==> config.mk <==
export PLATFORM = sky130hd
export DESIGN_NAME = cec_bus_controller
export DESIGN_NICKNAME = d
export VERILOG_FILES = /design/src/sv/cbc_pkg.sv /design/src/sv/cbc_timing.sv /design/src/sv/cbc_outbuf.sv /design/src/sv/cbc_core.sv /design/src/sv/cec_bus_controller.sv
export SDC_FILE = /design/constraint.sdc
export NUM_CORES = 2
export LEC_CHECK = 0
export BUFFER_PORTS_ARGS = -buffer_cell sky130_fd_sc_hd__buf_2
export CAP_MARGIN = 30
export CORE_MARGIN = 2
export CORE_UTILIZATION = 35
export CTS_CLUSTER_SIZE = 14
export DETAILED_ROUTE_END_ITERATION = 12
export GPL_ROUTABILITY_DRIVEN = 0
export GPL_TIMING_DRIVEN = 0
export PLACE_DENSITY = 0.49
export SETUP_SLACK_MARGIN = 0.02
export SLEW_MARGIN = 20
export SYNTH_ARGS = -nofsm -noshare
export SYNTH_HDL_FRONTEND = slang
export SYNTH_HIERARCHICAL = 1
export SYNTH_SLANG_ARGS = --single-unit
==> constraint.sdc <==
create_clock -name clk_i -period 10.3 [get_ports clk_i]
set_input_delay 0 -clock clk_i [delete_from_list [all_inputs] [get_ports clk_i]]
set_output_delay 0 -clock clk_i [all_outputs]
set_load 0.05 [all_outputs]
==> src/sv/cbc_pkg.sv <==
package cbc_pkg;

  localparam int MAX_MSG_BYTES = 16;
  localparam int MAX_RESENDS   = 5;
  localparam int TICK_W        = 20;
  localparam int BYTE_POS_W    = $clog2(MAX_MSG_BYTES + 1);
  localparam int BYTE_IDX_W    = $clog2(MAX_MSG_BYTES);
  localparam int CFG_IDX_W     = 2;
  localparam int CFG_DATA_W    = 12;

  localparam logic [1:0] CMD_TICK  = 2'd0;
  localparam logic [1:0] CMD_WRITE = 2'd1;
  localparam logic [1:0] CMD_START = 2'd2;

  localparam logic [CFG_IDX_W-1:0] CFG_ENABLE = 2'd0;
  localparam logic [CFG_IDX_W-1:0] CFG_OWN    = 2'd1;
  localparam logic [CFG_IDX_W-1:0] CFG_TICKS  = 2'd2;

  localparam logic [1:0] ST_NONE = 2'd0;
  localparam logic [1:0] ST_DONE = 2'd1;
  localparam logic [1:0] ST_FAIL = 2'd2;

  localparam logic [3:0] ADDR_ALL = 4'hf;

  typedef struct packed {
    logic [1:0] command;
    logic       line_level;
    logic [3:0] byte_slot;
    logic [7:0] byte_value;
    logic [4:0] frame_length;
  } in_t;

  typedef struct packed {
    logic       line_release;
    logic [1:0] send_status;
    logic       start_refused;
    logic       rx_valid;
    logic [7:0] rx_data;
    logic       rx_last;
  } out_t;

  typedef struct packed {
    logic [TICK_W-1:0] t3;
    logic [TICK_W-1:0] t6;
    logic [TICK_W-1:0] t8;
    logic [TICK_W-1:0] t9;
    logic [TICK_W-1:0] t12;
    logic [TICK_W-1:0] t15;
    logic [TICK_W-1:0] t18;
    logic [TICK_W-1:0] t23;
    logic [TICK_W-1:0] t34;
    logic [TICK_W-1:0] t37;
    logic [TICK_W-1:0] t40;
    logic [TICK_W-1:0] t42;
    logic [TICK_W-1:0] t58;
    logic [TICK_W-1:0] t72;
    logic [TICK_W-1:0] t120;
    logic [TICK_W-1:0] t4h;
    logic [TICK_W-1:0] t5mh;
    logic [TICK_W-1:0] t10h;
    logic [TICK_W-1:0] t14mh;
    logic [TICK_W-1:0] t19h;
    logic [TICK_W-1:0] t24h;
    logic [TICK_W-1:0] t28h;
  } tk_t;

endpackage

==> src/sv/cbc_timing.sv <==
module cbc_timing (
  input  logic [cbc_pkg::CFG_DATA_W-1:0] tpu_i,
  output cbc_pkg::tk_t                   tk_o
);
  import cbc_pkg::*;

  logic [TICK_W-1:0] t;
  logic [TICK_W-1:0] h;

  assign t = TICK_W'(tpu_i);
  assign h = TICK_W'(tpu_i >> 1);

  assign tk_o.t3    = t * TICK_W'(3);
  assign tk_o.t6    = t * TICK_W'(6);
  assign tk_o.t8    = t * TICK_W'(8);
  assign tk_o.t9    = t * TICK_W'(9);
  assign tk_o.t12   = t * TICK_W'(12);
  assign tk_o.t15   = t * TICK_W'(15);
  assign tk_o.t18   = t * TICK_W'(18);
  assign tk_o.t23   = t * TICK_W'(23);
  assign tk_o.t34   = t * TICK_W'(34);
  assign tk_o.t37   = t * TICK_W'(37);
  assign tk_o.t40   = t * TICK_W'(40);
  assign tk_o.t42   = t * TICK_W'(42);
  assign tk_o.t58   = t * TICK_W'(58);
  assign tk_o.t72   = t * TICK_W'(72);
  assign tk_o.t120  = t * TICK_W'(120);
  assign tk_o.t4h   = t * TICK_W'(4) + h;
  assign tk_o.t5mh  = t * TICK_W'(5) - h;
  assign tk_o.t10h  = t * TICK_W'(10) + h;
  assign tk_o.t14mh = t * TICK_W'(14) - h;
  assign tk_o.t19h  = t * TICK_W'(19) + h;
  assign tk_o.t24h  = t * TICK_W'(24) + h;
  assign tk_o.t28h  = t * TICK_W'(28) + h;

endmodule

==> src/sv/cbc_outbuf.sv <==
module cbc_outbuf (
  input  logic          clk_i,
  input  logic          rst_ni,
  input  logic          push_i,
  input  cbc_pkg::out_t data_i,
  output logic          full_o,
  output logic          valid_o,
  input  logic          ready_i,
  output cbc_pkg::out_t data_o
);
  import cbc_pkg::*;

  out_t       ent_q [2];
  logic [1:0] cnt_q;
  logic [1:0] cnt_d;
  logic       pop;

  assign pop     = valid_o && ready_i;
  assign valid_o = (cnt_q != 2'd0);
  assign full_o  = (cnt_q == 2'd2);
  assign data_o  = ent_q[0];

  always_comb begin
    cnt_d = cnt_q;
    if (push_i && !pop) begin
      cnt_d = cnt_q + 2'd1;
    end else if (pop && !push_i) begin
      cnt_d = cnt_q - 2'd1;
    end
  end

  always_ff @(posedge clk_i or negedge rst_ni) begin
    if (!rst_ni) begin
      cnt_q <= 2'd0;
    end else begin
      cnt_q <= cnt_d;
    end
  end

  always_ff @(posedge clk_i) begin
    if (push_i && !pop) begin
      ent_q[cnt_q[0]] <= data_i;
    end else if (pop && !push_i) begin
      ent_q[0] <= ent_q[1];
    end else if (pop && push_i) begin
      if (cnt_q == 2'd1) begin
        ent_q[0] <= data_i;
      end else begin
        ent_q[0] <= ent_q[1];
        ent_q[1] <= data_i;
      end
    end
  end

`ifndef SYNTHESIS
  a_cnt_range: assert property (@(posedge clk_i) disable iff (!rst_ni) cnt_q != 2'd3)
    else $error("output queue count out of range");
  a_no_overflow: assert property (@(posedge clk_i) disable iff (!rst_ni)
    (full_o && !pop) |-> !push_i)
    else $error("push into full output queue");
  a_cnt_step: assert property (@(posedge clk_i) disable iff (!rst_ni)
    (push_i && !pop) |=> cnt_q == $past(cnt_q) + 2'd1)
    else $error("output queue count did not advance");
`endif

endmodule

==> src/sv/cbc_core.sv <==
module cbc_core (
  input  logic                           clk_i,
  input  logic                           rst_ni,
  input  logic                           acc_i,
  input  cbc_pkg::in_t                   item_i,
  input  logic                           cfg_we_i,
  input  logic [cbc_pkg::CFG_IDX_W-1:0]  cfg_idx_i,
  input  logic [cbc_pkg::CFG_DATA_W-1:0] cfg_data_i,
  input  cbc_pkg::tk_t                   tk_i,
  output logic [cbc_pkg::CFG_DATA_W-1:0] tpu_o,
  output cbc_pkg::out_t                  res_o
);
  import cbc_pkg::*;

  localparam logic [4:0] S_OFF = 5'd0, S_IDLE = 5'd1, S_I_FREE = 5'd2;
  localparam logic [4:0] S_I_START_LO = 5'd3, S_I_START_HI = 5'd4;
  localparam logic [4:0] S_I_HINIT_LO = 5'd5, S_I_HINIT_HI = 5'd6;
  localparam logic [4:0] S_I_HDST_LO = 5'd7, S_I_HDST_HI = 5'd8;
  localparam logic [4:0] S_I_DATA_LO = 5'd9, S_I_DATA_HI = 5'd10;
  localparam logic [4:0] S_I_EOM_LO = 5'd11, S_I_EOM_HI = 5'd12;
  localparam logic [4:0] S_I_ACK_LO = 5'd13, S_I_ACK_HI = 5'd14, S_I_ACK_CHK = 5'd15;
  localparam logic [4:0] S_F_START_LO = 5'd16, S_F_START_HI = 5'd17;
  localparam logic [4:0] S_F_HINIT_LO = 5'd18, S_F_HINIT_HI = 5'd19;
  localparam logic [4:0] S_F_HDST_LO = 5'd20, S_F_HDST_HI = 5'd21;
  localparam logic [4:0] S_F_EOM_LO = 5'd22, S_F_EOM_HI = 5'd23;
  localparam logic [4:0] S_F_ACK_LO = 5'd24, S_F_ACK_CHK = 5'd25, S_F_ACK_END = 5'd26;
  localparam logic [4:0] S_F_DATA_LO = 5'd27, S_F_DATA_HI = 5'd28;

  localparam logic [1:0] CAP_OFF = 2'd0, CAP_FALL = 2'd1, CAP_RISE = 2'd2;

  localparam logic [BYTE_POS_W-1:0] MAX_POS = BYTE_POS_W'(MAX_MSG_BYTES);
  localparam logic [2:0]            MAX_RS  = 3'(MAX_RESENDS);
  localparam logic [TICK_W-1:0]     CNT_MAX = {TICK_W{1'b1}};

  logic [4:0]            state_q, state_d;
  logic [TICK_W-1:0]     elapsed_q, elapsed_d, timeout_q, timeout_d, lowdur_q, lowdur_d;
  logic [1:0]            cap_q, cap_d;
  logic                  prev_q, prev_d;
  logic [7:0]            hdr_q, hdr_d, shift_q, shift_d;
  logic [2:0]            txbit_q, txbit_d, rxbit_q, rxbit_d, resend_q, resend_d;
  logic [BYTE_POS_W-1:0] txbyte_q, txbyte_d, rxbyte_q, rxbyte_d, pend_q, pend_d;
  logic                  ack_q, ack_d, eom_q, eom_d, nak_q, nak_d, drv_q, drv_d;
  logic [3:0]            own_q, own_d;
  logic [CFG_DATA_W-1:0] tpu_q, tpu_d;
  logic [7:0]            tx_buf_q [MAX_MSG_BYTES];

  logic [TICK_W-1:0]     el_inc;
  logic [TICK_W:0]       sum_s;
  logic                  lo_start, lo_zero, lo_one, sum_start, sum_bit;
  logic                  buf_we;
  logic                  buf_clr;

  assign tpu_o  = tpu_q;
  assign el_inc = (elapsed_q == CNT_MAX) ? elapsed_q : elapsed_q + TICK_W'(1);
  assign sum_s  = {1'b0, lowdur_q} + {1'b0, el_inc};

  assign lo_start  = (el_inc >= tk_i.t34) && (el_inc <= tk_i.t40);
  assign lo_zero   = (el_inc >= tk_i.t12) && (el_inc <= tk_i.t18);
  assign lo_one    = (el_inc >= tk_i.t3) && (el_inc <= tk_i.t9);
  assign sum_start = (sum_s <= {1'b0, tk_i.t58}) && (sum_s >= {1'b0, tk_i.t42});
  assign sum_bit   = (sum_s <= {1'b0, tk_i.t28h}) && (sum_s >= {1'b0, tk_i.t19h});

  assign buf_we = !cfg_we_i && acc_i && (item_i.command == CMD_WRITE) && (pend_q == '0)
                  && ({1'b0, item_i.byte_slot} < MAX_POS);
  assign buf_clr = cfg_we_i && (cfg_idx_i == CFG_ENABLE) && !cfg_data_i[0]
                   && (state_q != S_OFF);

  always_comb begin
    logic       go_en;
    logic [4:0] go_s;
    logic [4:0] s;
    logic       done;
    logic       hit;
    logic       fall;
    logic       rise;
    logic       tb;
    logic       at_end;
    logic       b;
    state_d  = state_q;  elapsed_d = elapsed_q; timeout_d = timeout_q;
    lowdur_d = lowdur_q; cap_d     = cap_q;     prev_d    = prev_q;
    hdr_d    = hdr_q;    shift_d   = shift_q;
    txbit_d  = txbit_q;  rxbit_d   = rxbit_q;   resend_d  = resend_q;
    txbyte_d = txbyte_q; rxbyte_d  = rxbyte_q;  pend_d    = pend_q;
    ack_d    = ack_q;    eom_d     = eom_q;     nak_d     = nak_q;   drv_d = drv_q;
    own_d    = own_q;    tpu_d     = tpu_q;
    res_o    = '0;
    go_en    = 1'b0;
    go_s     = state_q;
    done     = 1'b0;
    fall     = prev_q && !item_i.line_level;
    rise     = !prev_q && item_i.line_level;
    hit      = 1'b0;
    if (cfg_we_i) begin
      unique case (cfg_idx_i)
        CFG_ENABLE: begin
          if (cfg_data_i[0] && state_q == S_OFF) begin
            go_en = 1'b1; go_s = S_IDLE;
          end else if (!cfg_data_i[0] && state_q != S_OFF) begin
            go_en = 1'b1; go_s = S_OFF;
          end
        end
        CFG_OWN:   own_d = cfg_data_i[3:0];
        CFG_TICKS: tpu_d = (cfg_data_i == '0) ? CFG_DATA_W'(1) : cfg_data_i;
        default: ;
      endcase
    end else if (acc_i) begin
      unique case (item_i.command)
        CMD_TICK: begin
          prev_d    = item_i.line_level;
          elapsed_d = el_inc;
          if (state_q != S_OFF) begin
            hit = (cap_q == CAP_FALL && fall) || (cap_q == CAP_RISE && rise);
            if (hit) begin
              done = 1'b1;
              unique case (state_q)
                S_IDLE: begin
                  go_en = 1'b1; go_s = S_F_START_LO;
                end
                S_I_FREE, S_I_START_HI, S_I_HINIT_HI: begin
                  txbit_d = '0; txbyte_d = '0;
                  go_en = 1'b1; go_s = S_F_START_LO;
                end
                S_F_START_LO: begin
                  go_en = 1'b1;
                  if (lo_start) begin
                    lowdur_d = el_inc; go_s = S_F_START_HI;
                  end else begin
                    go_s = S_IDLE;
                  end
                end
                S_F_START_HI: begin
                  go_en = 1'b1; go_s = sum_start ? S_F_HINIT_LO : S_IDLE;
                end
                S_F_HINIT_LO, S_F_HDST_LO, S_F_DATA_LO, S_F_EOM_LO: begin
                  go_en = 1'b1;
                  if (lo_zero || lo_one) begin
                    lowdur_d = el_inc;
                    if (state_q == S_F_EOM_LO) begin
                      eom_d = !lo_zero;
                    end else begin
                      shift_d = {shift_q[6:0], !lo_zero};
                    end
                    go_s = state_q + 5'd1;
                  end else begin
                    go_s = S_IDLE;
                  end
                end
                S_F_HINIT_HI, S_F_HDST_HI, S_F_DATA_HI: begin
                  go_en = 1'b1;
                  if (!sum_bit) begin
                    go_s = S_IDLE;
                  end else begin
                    rxbit_d = rxbit_q + 3'd1;
                    if (rxbit_d == 3'd0) begin
                      if (rxbyte_q == '0) hdr_d = shift_q;
                      if (rxbyte_q < MAX_POS) rxbyte_d = rxbyte_q + BYTE_POS_W'(1);
                    end
                    if (state_q == S_F_HINIT_HI) begin
                      go_s = (rxbit_d == 3'd4) ? S_F_HDST_LO : S_F_HINIT_LO;
                    end else if (rxbit_d == 3'd0) begin
                      go_s = S_F_EOM_LO;
                    end else begin
                      go_s = (state_q == S_F_HDST_HI) ? S_F_HDST_LO : S_F_DATA_LO;
                    end
                  end
                end
                S_F_EOM_HI: begin
                  go_en = 1'b1; go_s = sum_bit ? S_F_ACK_LO : S_IDLE;
                end
                S_F_ACK_LO: begin
                  go_en = 1'b1; go_s = S_F_ACK_END;
                end
                S_F_ACK_END: begin
                  go_en = 1'b1; go_s = S_F_DATA_LO;
                end
                default: done = 1'b0;
              endcase
            end
            if (!done && timeout_q != '0 && el_inc >= timeout_q
                && state_q != S_IDLE) begin
              go_en = 1'b1;
              if (state_q >= S_F_START_LO) begin
                if (state_q == S_F_ACK_LO) go_s = S_F_ACK_CHK;
                else if (state_q == S_F_ACK_CHK) go_s = nak_q ? S_IDLE : S_F_ACK_END;
                else go_s = S_IDLE;
              end else begin
                unique case (state_q)
                  S_I_HINIT_HI, S_I_HDST_HI, S_I_DATA_HI: begin
                    txbit_d = txbit_q + 3'd1;
                    if (txbit_d == 3'd0 && txbyte_q < MAX_POS) begin
                      txbyte_d = txbyte_q + BYTE_POS_W'(1);
                    end
                    if (state_q == S_I_HINIT_HI) begin
                      go_s = (txbit_d == 3'd4) ? S_I_HDST_LO : S_I_HINIT_LO;
                    end else if (state_q == S_I_HDST_HI) begin
                      go_s = (txbyte_d == BYTE_POS_W'(1)) ? S_I_EOM_LO : S_I_HDST_LO;
                    end else begin
                      go_s = (txbit_d == 3'd0) ? S_I_EOM_LO : S_I_DATA_LO;
                    end
                  end
                  S_I_EOM_HI: go_s = S_I_ACK_LO;
                  S_I_ACK_CHK: begin
                    if (ack_q && !(txbit_q == 3'd0 && txbyte_q == pend_q)) begin
                      go_s = S_I_DATA_LO;
                    end else if (ack_q) begin
                      pend_d = '0; resend_d = '0; res_o.send_status = ST_DONE;
                      go_s = S_IDLE;
                    end else if (resend_q < MAX_RS) begin
                      resend_d = resend_q + 3'd1; go_s = S_I_FREE;
                    end else begin
                      pend_d = '0; resend_d = '0; res_o.send_status = ST_FAIL;
                      go_s = S_IDLE;
                    end
                  end
                  default: go_s = state_q + 5'd1;
                endcase
              end
            end
          end
        end
        CMD_START: begin
          if (state_q == S_OFF || pend_q != '0 || item_i.frame_length == '0
              || item_i.frame_length > MAX_POS) begin
            res_o.start_refused = 1'b1;
          end else begin
            pend_d = item_i.frame_length;
            if (state_q == S_IDLE) begin
              go_en = 1'b1; go_s = S_I_FREE;
            end
          end
        end
        default: ;
      endcase
    end

    if (go_en) begin
      s = go_s;
      if (s == S_F_ACK_LO && hdr_d[3:0] != own_q && hdr_d[3:0] != ADDR_ALL) s = S_IDLE;
      if (s == S_IDLE) begin
        txbit_d = '0; txbyte_d = '0; rxbit_d = '0; rxbyte_d = '0;
        if (pend_d != '0) s = S_I_FREE;
      end
      state_d = s;
      tb = (txbyte_d >= MAX_POS) ? 1'b0
         : tx_buf_q[txbyte_d[BYTE_IDX_W-1:0]][3'd7 - txbit_d];
      at_end = (txbit_d == 3'd0) && (txbyte_d == pend_d);
      b = !item_i.line_level ^ (tx_buf_q[0][3:0] == ADDR_ALL);
      elapsed_d = '0;
      unique case (s)
        S_OFF: begin
          drv_d = 1'b0; hdr_d = '0; shift_d = '0; lowdur_d = '0;
          txbit_d = '0; txbyte_d = '0; rxbit_d = '0; rxbyte_d = '0;
          pend_d = '0; resend_d = '0; ack_d = 1'b0; eom_d = 1'b0; nak_d = 1'b0;
          timeout_d = '0; cap_d = CAP_OFF;
        end
        S_IDLE: begin
          drv_d = 1'b0; timeout_d = '0; cap_d = CAP_FALL;
        end
        S_I_FREE: begin
          drv_d = 1'b0; cap_d = CAP_FALL;
          timeout_d = (resend_d != '0) ? tk_i.t72 : tk_i.t120;
        end
        S_I_START_LO: begin
          txbit_d = '0; txbyte_d = '0; drv_d = 1'b1; timeout_d = tk_i.t37;
        end
        S_I_START_HI: begin
          drv_d = 1'b0; timeout_d = tk_i.t8; cap_d = CAP_FALL;
        end
        S_I_HINIT_LO, S_I_HDST_LO, S_I_DATA_LO: begin
          drv_d = 1'b1; timeout_d = tb ? tk_i.t6 : tk_i.t15;
        end
        S_I_HINIT_HI: begin
          drv_d = 1'b0; timeout_d = tb ? tk_i.t18 : tk_i.t9; cap_d = CAP_FALL;
        end
        S_I_HDST_HI, S_I_DATA_HI: begin
          drv_d = 1'b0; timeout_d = tb ? tk_i.t18 : tk_i.t9;
        end
        S_I_EOM_LO: begin
          drv_d = 1'b1; timeout_d = at_end ? tk_i.t6 : tk_i.t15;
        end
        S_I_EOM_HI: begin
          drv_d = 1'b0; timeout_d = at_end ? tk_i.t18 : tk_i.t9;
        end
        S_I_ACK_LO: begin
          drv_d = 1'b1; timeout_d = tk_i.t6;
        end
        S_I_ACK_HI: begin
          drv_d = 1'b0; timeout_d = tk_i.t4h;
        end
        S_I_ACK_CHK: begin
          ack_d = b; timeout_d = tk_i.t14mh;
        end
        S_F_START_LO: begin
          timeout_d = tk_i.t40; cap_d = CAP_RISE;
        end
        S_F_START_HI: begin
          timeout_d = tk_i.t23; cap_d = CAP_FALL;
        end
        S_F_HINIT_LO, S_F_HDST_LO, S_F_EOM_LO, S_F_DATA_LO: begin
          timeout_d = tk_i.t18; cap_d = CAP_RISE;
        end
        S_F_HINIT_HI, S_F_HDST_HI, S_F_EOM_HI, S_F_DATA_HI: begin
          timeout_d = tk_i.t24h; cap_d = CAP_FALL;
        end
        S_F_ACK_LO: begin
          if (hdr_d[3:0] == own_q) drv_d = 1'b1;
          timeout_d = tk_i.t10h;
        end
        S_F_ACK_CHK: begin
          nak_d = (hdr_d[3:0] == ADDR_ALL) && !item_i.line_level;
          timeout_d = tk_i.t5mh;
        end
        S_F_ACK_END: begin
          drv_d = 1'b0;
          res_o.rx_valid = 1'b1; res_o.rx_data = shift_d; res_o.rx_last = eom_d;
          if (eom_d || rxbyte_d >= MAX_POS) begin
            timeout_d = tk_i.t9;
          end else begin
            timeout_d = tk_i.t24h; cap_d = CAP_FALL;
          end
        end
        default: ;
      endcase
    end
    res_o.line_release = !drv_d;
  end

  always_ff @(posedge clk_i or negedge rst_ni) begin
    if (!rst_ni) begin
      state_q  <= S_OFF;    elapsed_q <= '0; timeout_q <= '0; lowdur_q <= '0;
      cap_q    <= CAP_OFF;  prev_q    <= 1'b1;
      hdr_q    <= '0;       shift_q   <= '0;
      txbit_q  <= '0;       rxbit_q   <= '0; resend_q  <= '0;
      txbyte_q <= '0;       rxbyte_q  <= '0; pend_q    <= '0;
      ack_q    <= 1'b0;     eom_q     <= 1'b0; nak_q   <= 1'b0; drv_q <= 1'b0;
      own_q    <= 4'd5;     tpu_q     <= CFG_DATA_W'(100);
    end else begin
      state_q  <= state_d;  elapsed_q <= elapsed_d; timeout_q <= timeout_d;
      lowdur_q <= lowdur_d; cap_q     <= cap_d;     prev_q    <= prev_d;
      hdr_q    <= hdr_d;    shift_q   <= shift_d;
      txbit_q  <= txbit_d;  rxbit_q   <= rxbit_d;   resend_q  <= resend_d;
      txbyte_q <= txbyte_d; rxbyte_q  <= rxbyte_d;  pend_q    <= pend_d;
      ack_q    <= ack_d;    eom_q     <= eom_d;     nak_q     <= nak_d;   drv_q <= drv_d;
      own_q    <= own_d;    tpu_q     <= tpu_d;
    end
  end

  always_ff @(posedge clk_i) begin
    if (buf_clr) begin
      for (int i = 0; i < MAX_MSG_BYTES; i++) begin
        tx_buf_q[i] <= '0;
      end
    end else if (buf_we) begin
      tx_buf_q[item_i.byte_slot[BYTE_IDX_W-1:0]] <= item_i.byte_value;
    end
  end

`ifndef SYNTHESIS
  a_off_released: assert property (@(posedge clk_i) disable iff (!rst_ni)
    (state_q == S_OFF) |-> (!drv_q && timeout_q == '0 && pend_q == '0))
    else $error("disabled controller holds state");
  a_pend_range: assert property (@(posedge clk_i) disable iff (!rst_ni)
    pend_q <= MAX_POS)
    else $error("pending length out of range");
  a_resend_range: assert property (@(posedge clk_i) disable iff (!rst_ni)
    resend_q <= MAX_RS)
    else $error("resend count out of range");
  a_tpu_nonzero: assert property (@(posedge clk_i) disable iff (!rst_ni)
    tpu_q != '0)
    else $error("tick scale is zero");
`endif

endmodule

==> src/sv/cec_bus_controller.sv <==
// CEC bus controller, one tick item per clock cycle while in_ready_o is high.
// Input channel (in_valid_i/in_ready_o, in_data_i): each transfer carries a
// command: a timer tick with the sampled bus level, a transmit buffer write,
// or a start of send with the frame length.
// Output channel (out_valid_o/out_ready_i, out_data_o): one result per input
// transfer, in order: line drive, send status, start refusal and any
// completed received byte.
// Configuration: cfg_we_i writes cfg_data_i to register cfg_idx_i
// (0 enable, 1 own address, 2 ticks per 100 us) at the clock edge.
// A result is registered into the result queue with its input transfer. Throughput:
// one item per cycle; all work for an item is one pass through the state
// update logic between the state registers and a two-entry result queue.
// When the receiver stalls, the queue absorbs up to two results; in_ready_o
// drops only while both entries are held, and resumes as soon as one drains.
// Reset: disabled, line released, own address 5, 100 ticks per 100 us,
// result queue empty. The transmit buffer has no reset.
module cec_bus_controller (
  input  logic                           clk_i,
  input  logic                           rst_ni,
  input  logic                           in_valid_i,
  output logic                           in_ready_o,
  input  cbc_pkg::in_t                   in_data_i,
  output logic                           out_valid_o,
  input  logic                           out_ready_i,
  output cbc_pkg::out_t                  out_data_o,
  input  logic                           cfg_we_i,
  input  logic [cbc_pkg::CFG_IDX_W-1:0]  cfg_idx_i,
  input  logic [cbc_pkg::CFG_DATA_W-1:0] cfg_data_i
);
  import cbc_pkg::*;

  logic                  acc;
  logic                  full;
  out_t                  res;
  tk_t                   tk;
  logic [CFG_DATA_W-1:0] tpu;

  assign in_ready_o = !full;
  assign acc        = in_valid_i && !full;

  cbc_timing u_timing (
    .tpu_i (tpu),
    .tk_o  (tk)
  );

  cbc_core u_core (
    .clk_i      (clk_i),
    .rst_ni     (rst_ni),
    .acc_i      (acc),
    .item_i     (in_data_i),
    .cfg_we_i   (cfg_we_i),
    .cfg_idx_i  (cfg_idx_i),
    .cfg_data_i (cfg_data_i),
    .tk_i       (tk),
    .tpu_o      (tpu),
    .res_o      (res)
  );

  cbc_outbuf u_outbuf (
    .clk_i   (clk_i),
    .rst_ni  (rst_ni),
    .push_i  (acc),
    .data_i  (res),
    .full_o  (full),
    .valid_o (out_valid_o),
    .ready_i (out_ready_i),
    .data_o  (out_data_o)
  );

endmodule

* Word level (Yosys, flattened, before mapping)
Memories as Yosys holds them, arrays and structs flattened. Cells that the tools add are included.
Word-level totals: input bits 39, memories 2, register bits after elaboration 130, RAM bits 156
Memories:
- u_core.tx_buf_q | words 16, width 8, rd ports 2, clocked after Yosys merged registers in 0, wr ports 16, line cbc_core.sv:45 | logic [7:0] tx_buf_q [MAX_MSG_BYTES];
- u_outbuf.ent_q | words 2, width 14, rd ports 2, clocked after Yosys merged registers in 0, wr ports 2, line cbc_outbuf.sv:13 | out_t ent_q [2];
Operators by class: add/subtract/negate cells 18, multiplexer cells 245, order comparisons 19, reduce and logical (&&, ||, !) cells 100, equality and inequality tests 73, bitwise logic cells 4, $mul 20
Operators with widths (number):
- 5-bit 2-to-1 mux | 75
- 20-bit one-hot mux with 18 select lines | 1
- 20-bit 2-to-1 mux | 15
- 8-bit 2-to-1 mux | 22
- 5-bit == test, second input constant | 27
- 3-bit 2-to-1 mux | 38
- 12-bit by 5-bit multiplier with 17-bit output, second input constant | 5
- 12-bit by 4-bit multiplier with 16-bit output, second input constant | 5
- 12-bit by 3-bit multiplier with 15-bit output, second input constant | 5
- 20-bit by 11-bit adder with 20-bit output | 3
- 5-bit by 4-bit == test with 1-bit output, second input constant | 12
- 12-bit by 2-bit multiplier with 14-bit output, second input constant | 4
- 1-bit 2-to-1 mux | 54
- 21-bit by 18-bit less-or-equal comparator with 1-bit output | 2
- 14-bit 2-to-1 mux | 3
- 20-bit one-hot mux with 2 select lines | 1
- 5-bit one-hot mux with 8 select lines | 1
- 20-bit by 11-bit subtractor with 20-bit output | 2
- 17-bit 2-to-1 mux | 2
- 1-bit logical AND | 32
- 16-bit 2-to-1 mux | 2
- 5-bit by 3-bit == test with 1-bit output, second input constant | 6
- 2-bit 2-to-1 mux | 15
- 5-bit logical NOT | 5
- 74 further kinds | 142

* Depth between registers and ports, before layout
depth in word-level cells 45, depth in mapped cells 50, mapped depth without buffers 44

* Modules after synthesis
Netlist, hierarchy kept.
Modules (own cells, without submodules):
- cbc_core | cells an instance 2829, area each 23864.1 um^2, instances 1, seq. area each 6954.2 um^2
- cbc_timing | cells an instance 1607, area each 13027.5 um^2, instances 1, seq. area each 0.0 um^2
- cbc_outbuf | cells an instance 114, area each 1507.7 um^2, instances 1, seq. area each 890.9 um^2
- cec_bus_controller | cells an instance 2, area each 10.0 um^2, instances 1, seq. area each 0.0 um^2

* Worst setup path before layout
OpenSTA, ideal clock, no wires.
kind register to register, start point register u_core.elapsed_q[3], end point register u_core.timeout_q[10], period minus slack after synthesis 9.036 ns, data arrival time 8.912 ns, cell stages (with the launch flop) 49, required time 10.176 ns, slack 1.264 ns, path through dfrtp_1 clkbuf_1 and3_1 clkbuf_1 nand3_1 nor3_1 nand3_1 or3_1 clkbuf_1 nor2b_1 nor2_1 ha_1 a21oi_1 nor2b_1 o21ai_0 nand2b_1 a21oi_1 nor2b_1 (+13 left out) nand3_1 a21oi_1 and4_1 buf_4 mux2i_1 and2_1 buf_4 nand4b_4 a21oi_4 buf_2 o21ai_1 a32oi_2 o21ai_1 a21oi_4 buf_4 mux2i_1 o22ai_1 a211o_1
On the way: word-level cells in the longest chain between the ends 27, elaborated cells on any way between the ends 156
RTL lines:
- from (decl) | line cbc_core.sv:36 | logic [TICK_W-1:0] elapsed_q, elapsed_d, timeout_q, timeout_d, lowdur_q, lowdur_d;
- from (signal assigned) | line cbc_core.sv:338 | state_q <= state_d; elapsed_q <= elapsed_d; timeout_q <= timeout_d;
- 20-bit by 1-bit adder with 20-bit output / 20-bit == test (equally long branches) | line cbc_core.sv:54 | assign el_inc = (elapsed_q == CNT_MAX) ? elapsed_q : elapsed_q + TICK_W'(1);
- 20-bit 2-to-1 mux (*) | line cbc_core.sv:54
- 20-bit by 20-bit adder with 21-bit output, or another cell as far along | line cbc_core.sv:55 | assign sum_s = {1'b0, lowdur_q} + {1'b0, el_inc};
- 21-bit by 18-bit less-or-equal comparator with 1-bit output, or another cell as far along | line cbc_core.sv:61 | assign sum_bit = (sum_s <= {1'b0, tk_i.t28h}) && (sum_s >= {1'b0, tk_i.t19h});
- 1-bit logical AND, or another cell as far along | line cbc_core.sv:61
- 5-bit 2-to-1 mux, on equally long branches
- 5-bit one-hot mux with 8 select lines | line cbc_core.sv:115 | unique case (state_q)
- 5-bit 2-to-1 mux | line cbc_core.sv:113 | if (hit) begin
- (+11 left out)
- 5-bit 2-to-1 mux / 3-bit 2-to-1 mux (equally long branches) | line cbc_core.sv:239 | if (s == S_IDLE) begin
- 5-bit 2-to-1 mux / 3-bit 2-to-1 mux (equally long branches) | line cbc_core.sv:236 | if (go_en) begin
- memory 16 x 8 bit / 3-bit subtractor (equally long branches)
- 1-bit binary-select mux with 3-bit select | line cbc_core.sv:245 | : tx_buf_q[txbyte_d[BYTE_IDX_W-1:0]][3'd7 - txbit_d];
- 1-bit 2-to-1 mux (not written as such) | line cbc_core.sv:245
- 1-bit 2-to-1 mux | line cbc_core.sv:244 | tb = (txbyte_d >= MAX_POS) ? 1'b0
- 17-bit 2-to-1 mux / 16-bit 2-to-1 mux (equally long branches) | line cbc_core.sv:273, cbc_core.sv:276, cbc_core.sv:270
- 20-bit one-hot mux with 18 select lines | line cbc_core.sv:249 | unique case (s)
- to (signal assigned) | line cbc_core.sv:338
- to (decl) | line cbc_core.sv:36
Every way passes the cells marked *; elsewhere a longest branch is shown, timed or not. The select of a mux whose other input is x is not followed. A chain may end at the register's enable or synchronous reset.

==> flow_metrics.tcl <==
set metrics [dict create \
    status "finished clean" \
    netlist_area_sq_um 38400 \
    drv_cap 0 \
    finalCritPeriodShare_pct 96.7 \
    powerDensity_nw_per_um2 340 \
    grt_pass1_wl_microns 216000 \
    start_kind "flop" \
    min_path_type "in2reg" \
    drive_above_1_share_pct 12.5 \
    path_clk_slew_ns 0.07 \
    final_common_cell "ha_1" \
    final_antenna_net_count 0 \
    grt_max_degree 81 \
    path_max_fanout 16 \
    syn_inst 4552 \
    coreArea_sq_um 109000 \
    end_kind "flop" \
    first_pass_iters 6 \
    portBuffers 54 \
    fill_cells 11000 \
    cts_buffers 31 \
    ios 55 \
    fmax_mhz 100 \
    rsz0062_at_grt "no" \
    die-area_sq_um 112000 \
    die_w_microns 335 \
    ys_ff_latch 282 \
    crit_type "reg2reg" \
    hold_viol 0 \
    grt-ovfl-total 0 \
    rows 121 \
    fp.dieH_microns 335 \
    synth_area_per_cell_sq_um 8.44 \
    cts_root_buf "clkbuf_16" \
    clockBufferDepth 3 \
    insertion_delay_ns 0.61 \
    drv_slew 0 \
    via_count 34700 \
    num-nets-final 5465 \
    finClkSkew_ns 0.0109 \
    grt_pass1_vias 32900 \
    wl_microns 146000 \
    setup_violations 0 \
    track_usage_pct 25.4 \
    dpl.cell_count 6133 \
    max_stage_delay_ns 0.76 \
    p_leak_nw 20.1 \
    ir_worst_vdd_uv 198 \
    slew_headroom_pct 33.7 \
    cpMostUsedCell "a21oi_1" \
    antenna_found_initial 3 \
    drc_errors 0 \
    syn2layout_area_growth_pct 13.0 \
    required_ns 10.79 \
    layout_common_cells "ha_1, inv_1, nor2_1" \
    synth_flop_cell "edfxtp_1" \
    async_flop_share_pct 44.7 \
    start_util_pct 35.3 \
    worst_slew_pin_slew_ns 0.987 \
    slowest_stage "dfrtp_4" \
    ys_types 113 \
    vias_per_cell 5.56 \
    routedWlPerCell_microns 23.5 \
    yosys_warnings 6 \
    cts.sinks 282 \
    synth_edf_count 156 \
    drt-initial-drc-count 3674 \
    min_period_ns 9.96 \
    ys_seq_area_share_pct 20.4 \
    fin_hold_ws_ns 0.0335 \
    hpwl_microns 117000 \
    stdcell_count 6240 \
    cts_tree "yes" \
    htree_levels 1 \
    crit_arrival_ns 10.45 \
]
final timing paths:
path	start	to	slack, ns	cells past startpoint
worst max-delay path	u_core/tpu_o[1]	u_core/timeout_q[14]	0.34	37
worst min-delay path	in_data_i[16]	u_core/tx_buf_q[3][2]	0.03	3
worst max register to register	u_core/tpu_o[1]	u_core/timeout_q[14]	0.34	37
worst min register to register	u_core/prev_q	u_core/prev_q	0.51	2
max in group asynchronous	rst_ni	u_core/tpu_o[10]	9.28	4
min in group asynchronous	rst_ni	u_core/own_q[0]	0.51	3
layout make-up:
type                       count  area [sq um]  share of cell area [%]
antenna                        3          7.51                  0.0173
buffer                       350          2300                    5.31
clock buffer                  45           900                    2.07
clock inverter                13           180                   0.415
inverter                     497          1870                    4.32
multi-input combinational   3496         27200                    62.7
sequential                   282          7870                    18.1
tap                         1414          1770                    4.08
timing repair buffer         140          1300                    3.00
per-stage QoR:
stage          power (mW)  worst slack (ns)  util (%)  cell area [sq um]  setup TNS [ns]
2_1_floorplan        9.52              1.26         -              38700               0
3_3_place_gp         12.9             -2.51      37.4              40700         -170.82
3_5_place_dp         13.0             -2.13      38.0              41400          -90.78
4_1_cts              14.4            0.0230      39.6              43100               0
5_1_grt              15.9            0.0113      39.9              43400               0
6_report             14.7             0.338      39.9              43400               0
report_power, final:
part	total (mW)	switching (mW)	leakage (nW)	internal, mW
Clock	1.21	0.505	0.523	0.706
Sequential	1.53	0.182	3.13	1.35
Combinational	12.0	7.51	16.5	4.50
Total	14.7	8.19	20.1	6.55
routing by layer:
layer | share of wire [%] | vias to the layer above | wire (microns) | GRT usage [%]
li1 | - | 16400 | - | -
met1 | 47 | 16700 | 68300 | 36.8
met2 | 43 | 1325 | 63000 | 39.1
met3 | 6.5 | 223 | 9560 | 3.11
met4 | 3.8 | 2 | 5570 | 8.18
met5 | 0.0089 | - | 13 | 0
critical path, delay by kind of cell (launching register included):
family,cells,cell delay (ns)
AO/OA/AOI/OAI,18,4.06
buffers and inverters,9,2.04
adder cells (fa/ha/maj),5,2.03
AND/OR/NAND/NOR,5,0.88
flip-flops,1,0.76
registers in the layout, summed over array words and instances, names as in the netlist, 2 cells and up:
register,count
u_outbuf/cnt_q,2
u_core/shift_q,8
u_core/own_q,4
u_core/tpu_o,12
u_core/resend_q,3
u_core/cap_q,2
u_core/hdr_q,4
u_outbuf/ent_q,28
u_core/txbit_q,3
u_core/rxbit_q,3
u_core/timeout_q,20
u_core/state_q,5
u_core/tx_buf_q,128
u_core/rxbyte_q,5
u_core/elapsed_q,20
u_core/pend_q,5
u_core/lowdur_q,20
u_core/txbyte_q,5
synthesized netlist by cell type, drive strengths merged, types with 18 or more instances:
library cell / instances / share of area (%)
ha: 508 / 17
inv: 496 / 4.8
nor2: 321 / 3.2
nand2: 313 / 3.1
a21oi: 270 / 3.6
buf: 269 / 5.1
o21ai: 193 / 2.5
xnor2: 160 / 3.7
edfxtp: 156 / 12
and2: 144 / 2.3
nand3: 130 / 1.7
dfrtp: 120 / 7.8
fa: 120 / 6.3
mux2i: 107 / 2.8
clkbuf: 87 / 0.85
xor2: 87 / 2.0
nor3: 77 / 1.0
a22oi: 76 / 1.5
a21o: 75 / 1.5
o211ai: 72 / 1.4
nand4: 63 / 1.0
nand2b: 56 / 0.91
nor2b: 49 / 0.82
a31oi: 45 / 0.80
o21a: 37 / 0.72
a211oi: 32 / 0.64
and3: 31 / 0.50
nor4: 31 / 0.50
a221oi: 29 / 0.71
or3: 28 / 0.47
o22ai: 24 / 0.41
o21bai: 20 / 0.39
o31ai: 19 / 0.41
a22o: 18 / 0.41
mux2: 18 / 0.54
cells by family (layout without fill, tap and decap cells):
group                    count (synthesis)  count (layout)  synth area share, %
AO/OA/AOI/OAI                         1077            1077                 19.1
buffers and inverters                  853            1045                 10.8
flip-flops                             282             282                 20.4
other                                    1              83              0.00976
AND/OR/NAND/NOR                       1334            1334                 17.7
multiplexers                           130             130                 3.62
XOR/XNOR                               247             247                 5.65
adder cells (fa/ha/maj)                628             628                 22.8
what timing repair did:
item | in CTS | in global routing
setup buffers | 8 | 9
pin swaps | 5 | 11
setup endpoints to repair | 104 | 34
endpoints found under the hold margin | 196 | 0
gates resized for setup | 54 | 58
hold buffers | 33 | 0
Note: power is estimated with default switching activity, not from simulation.
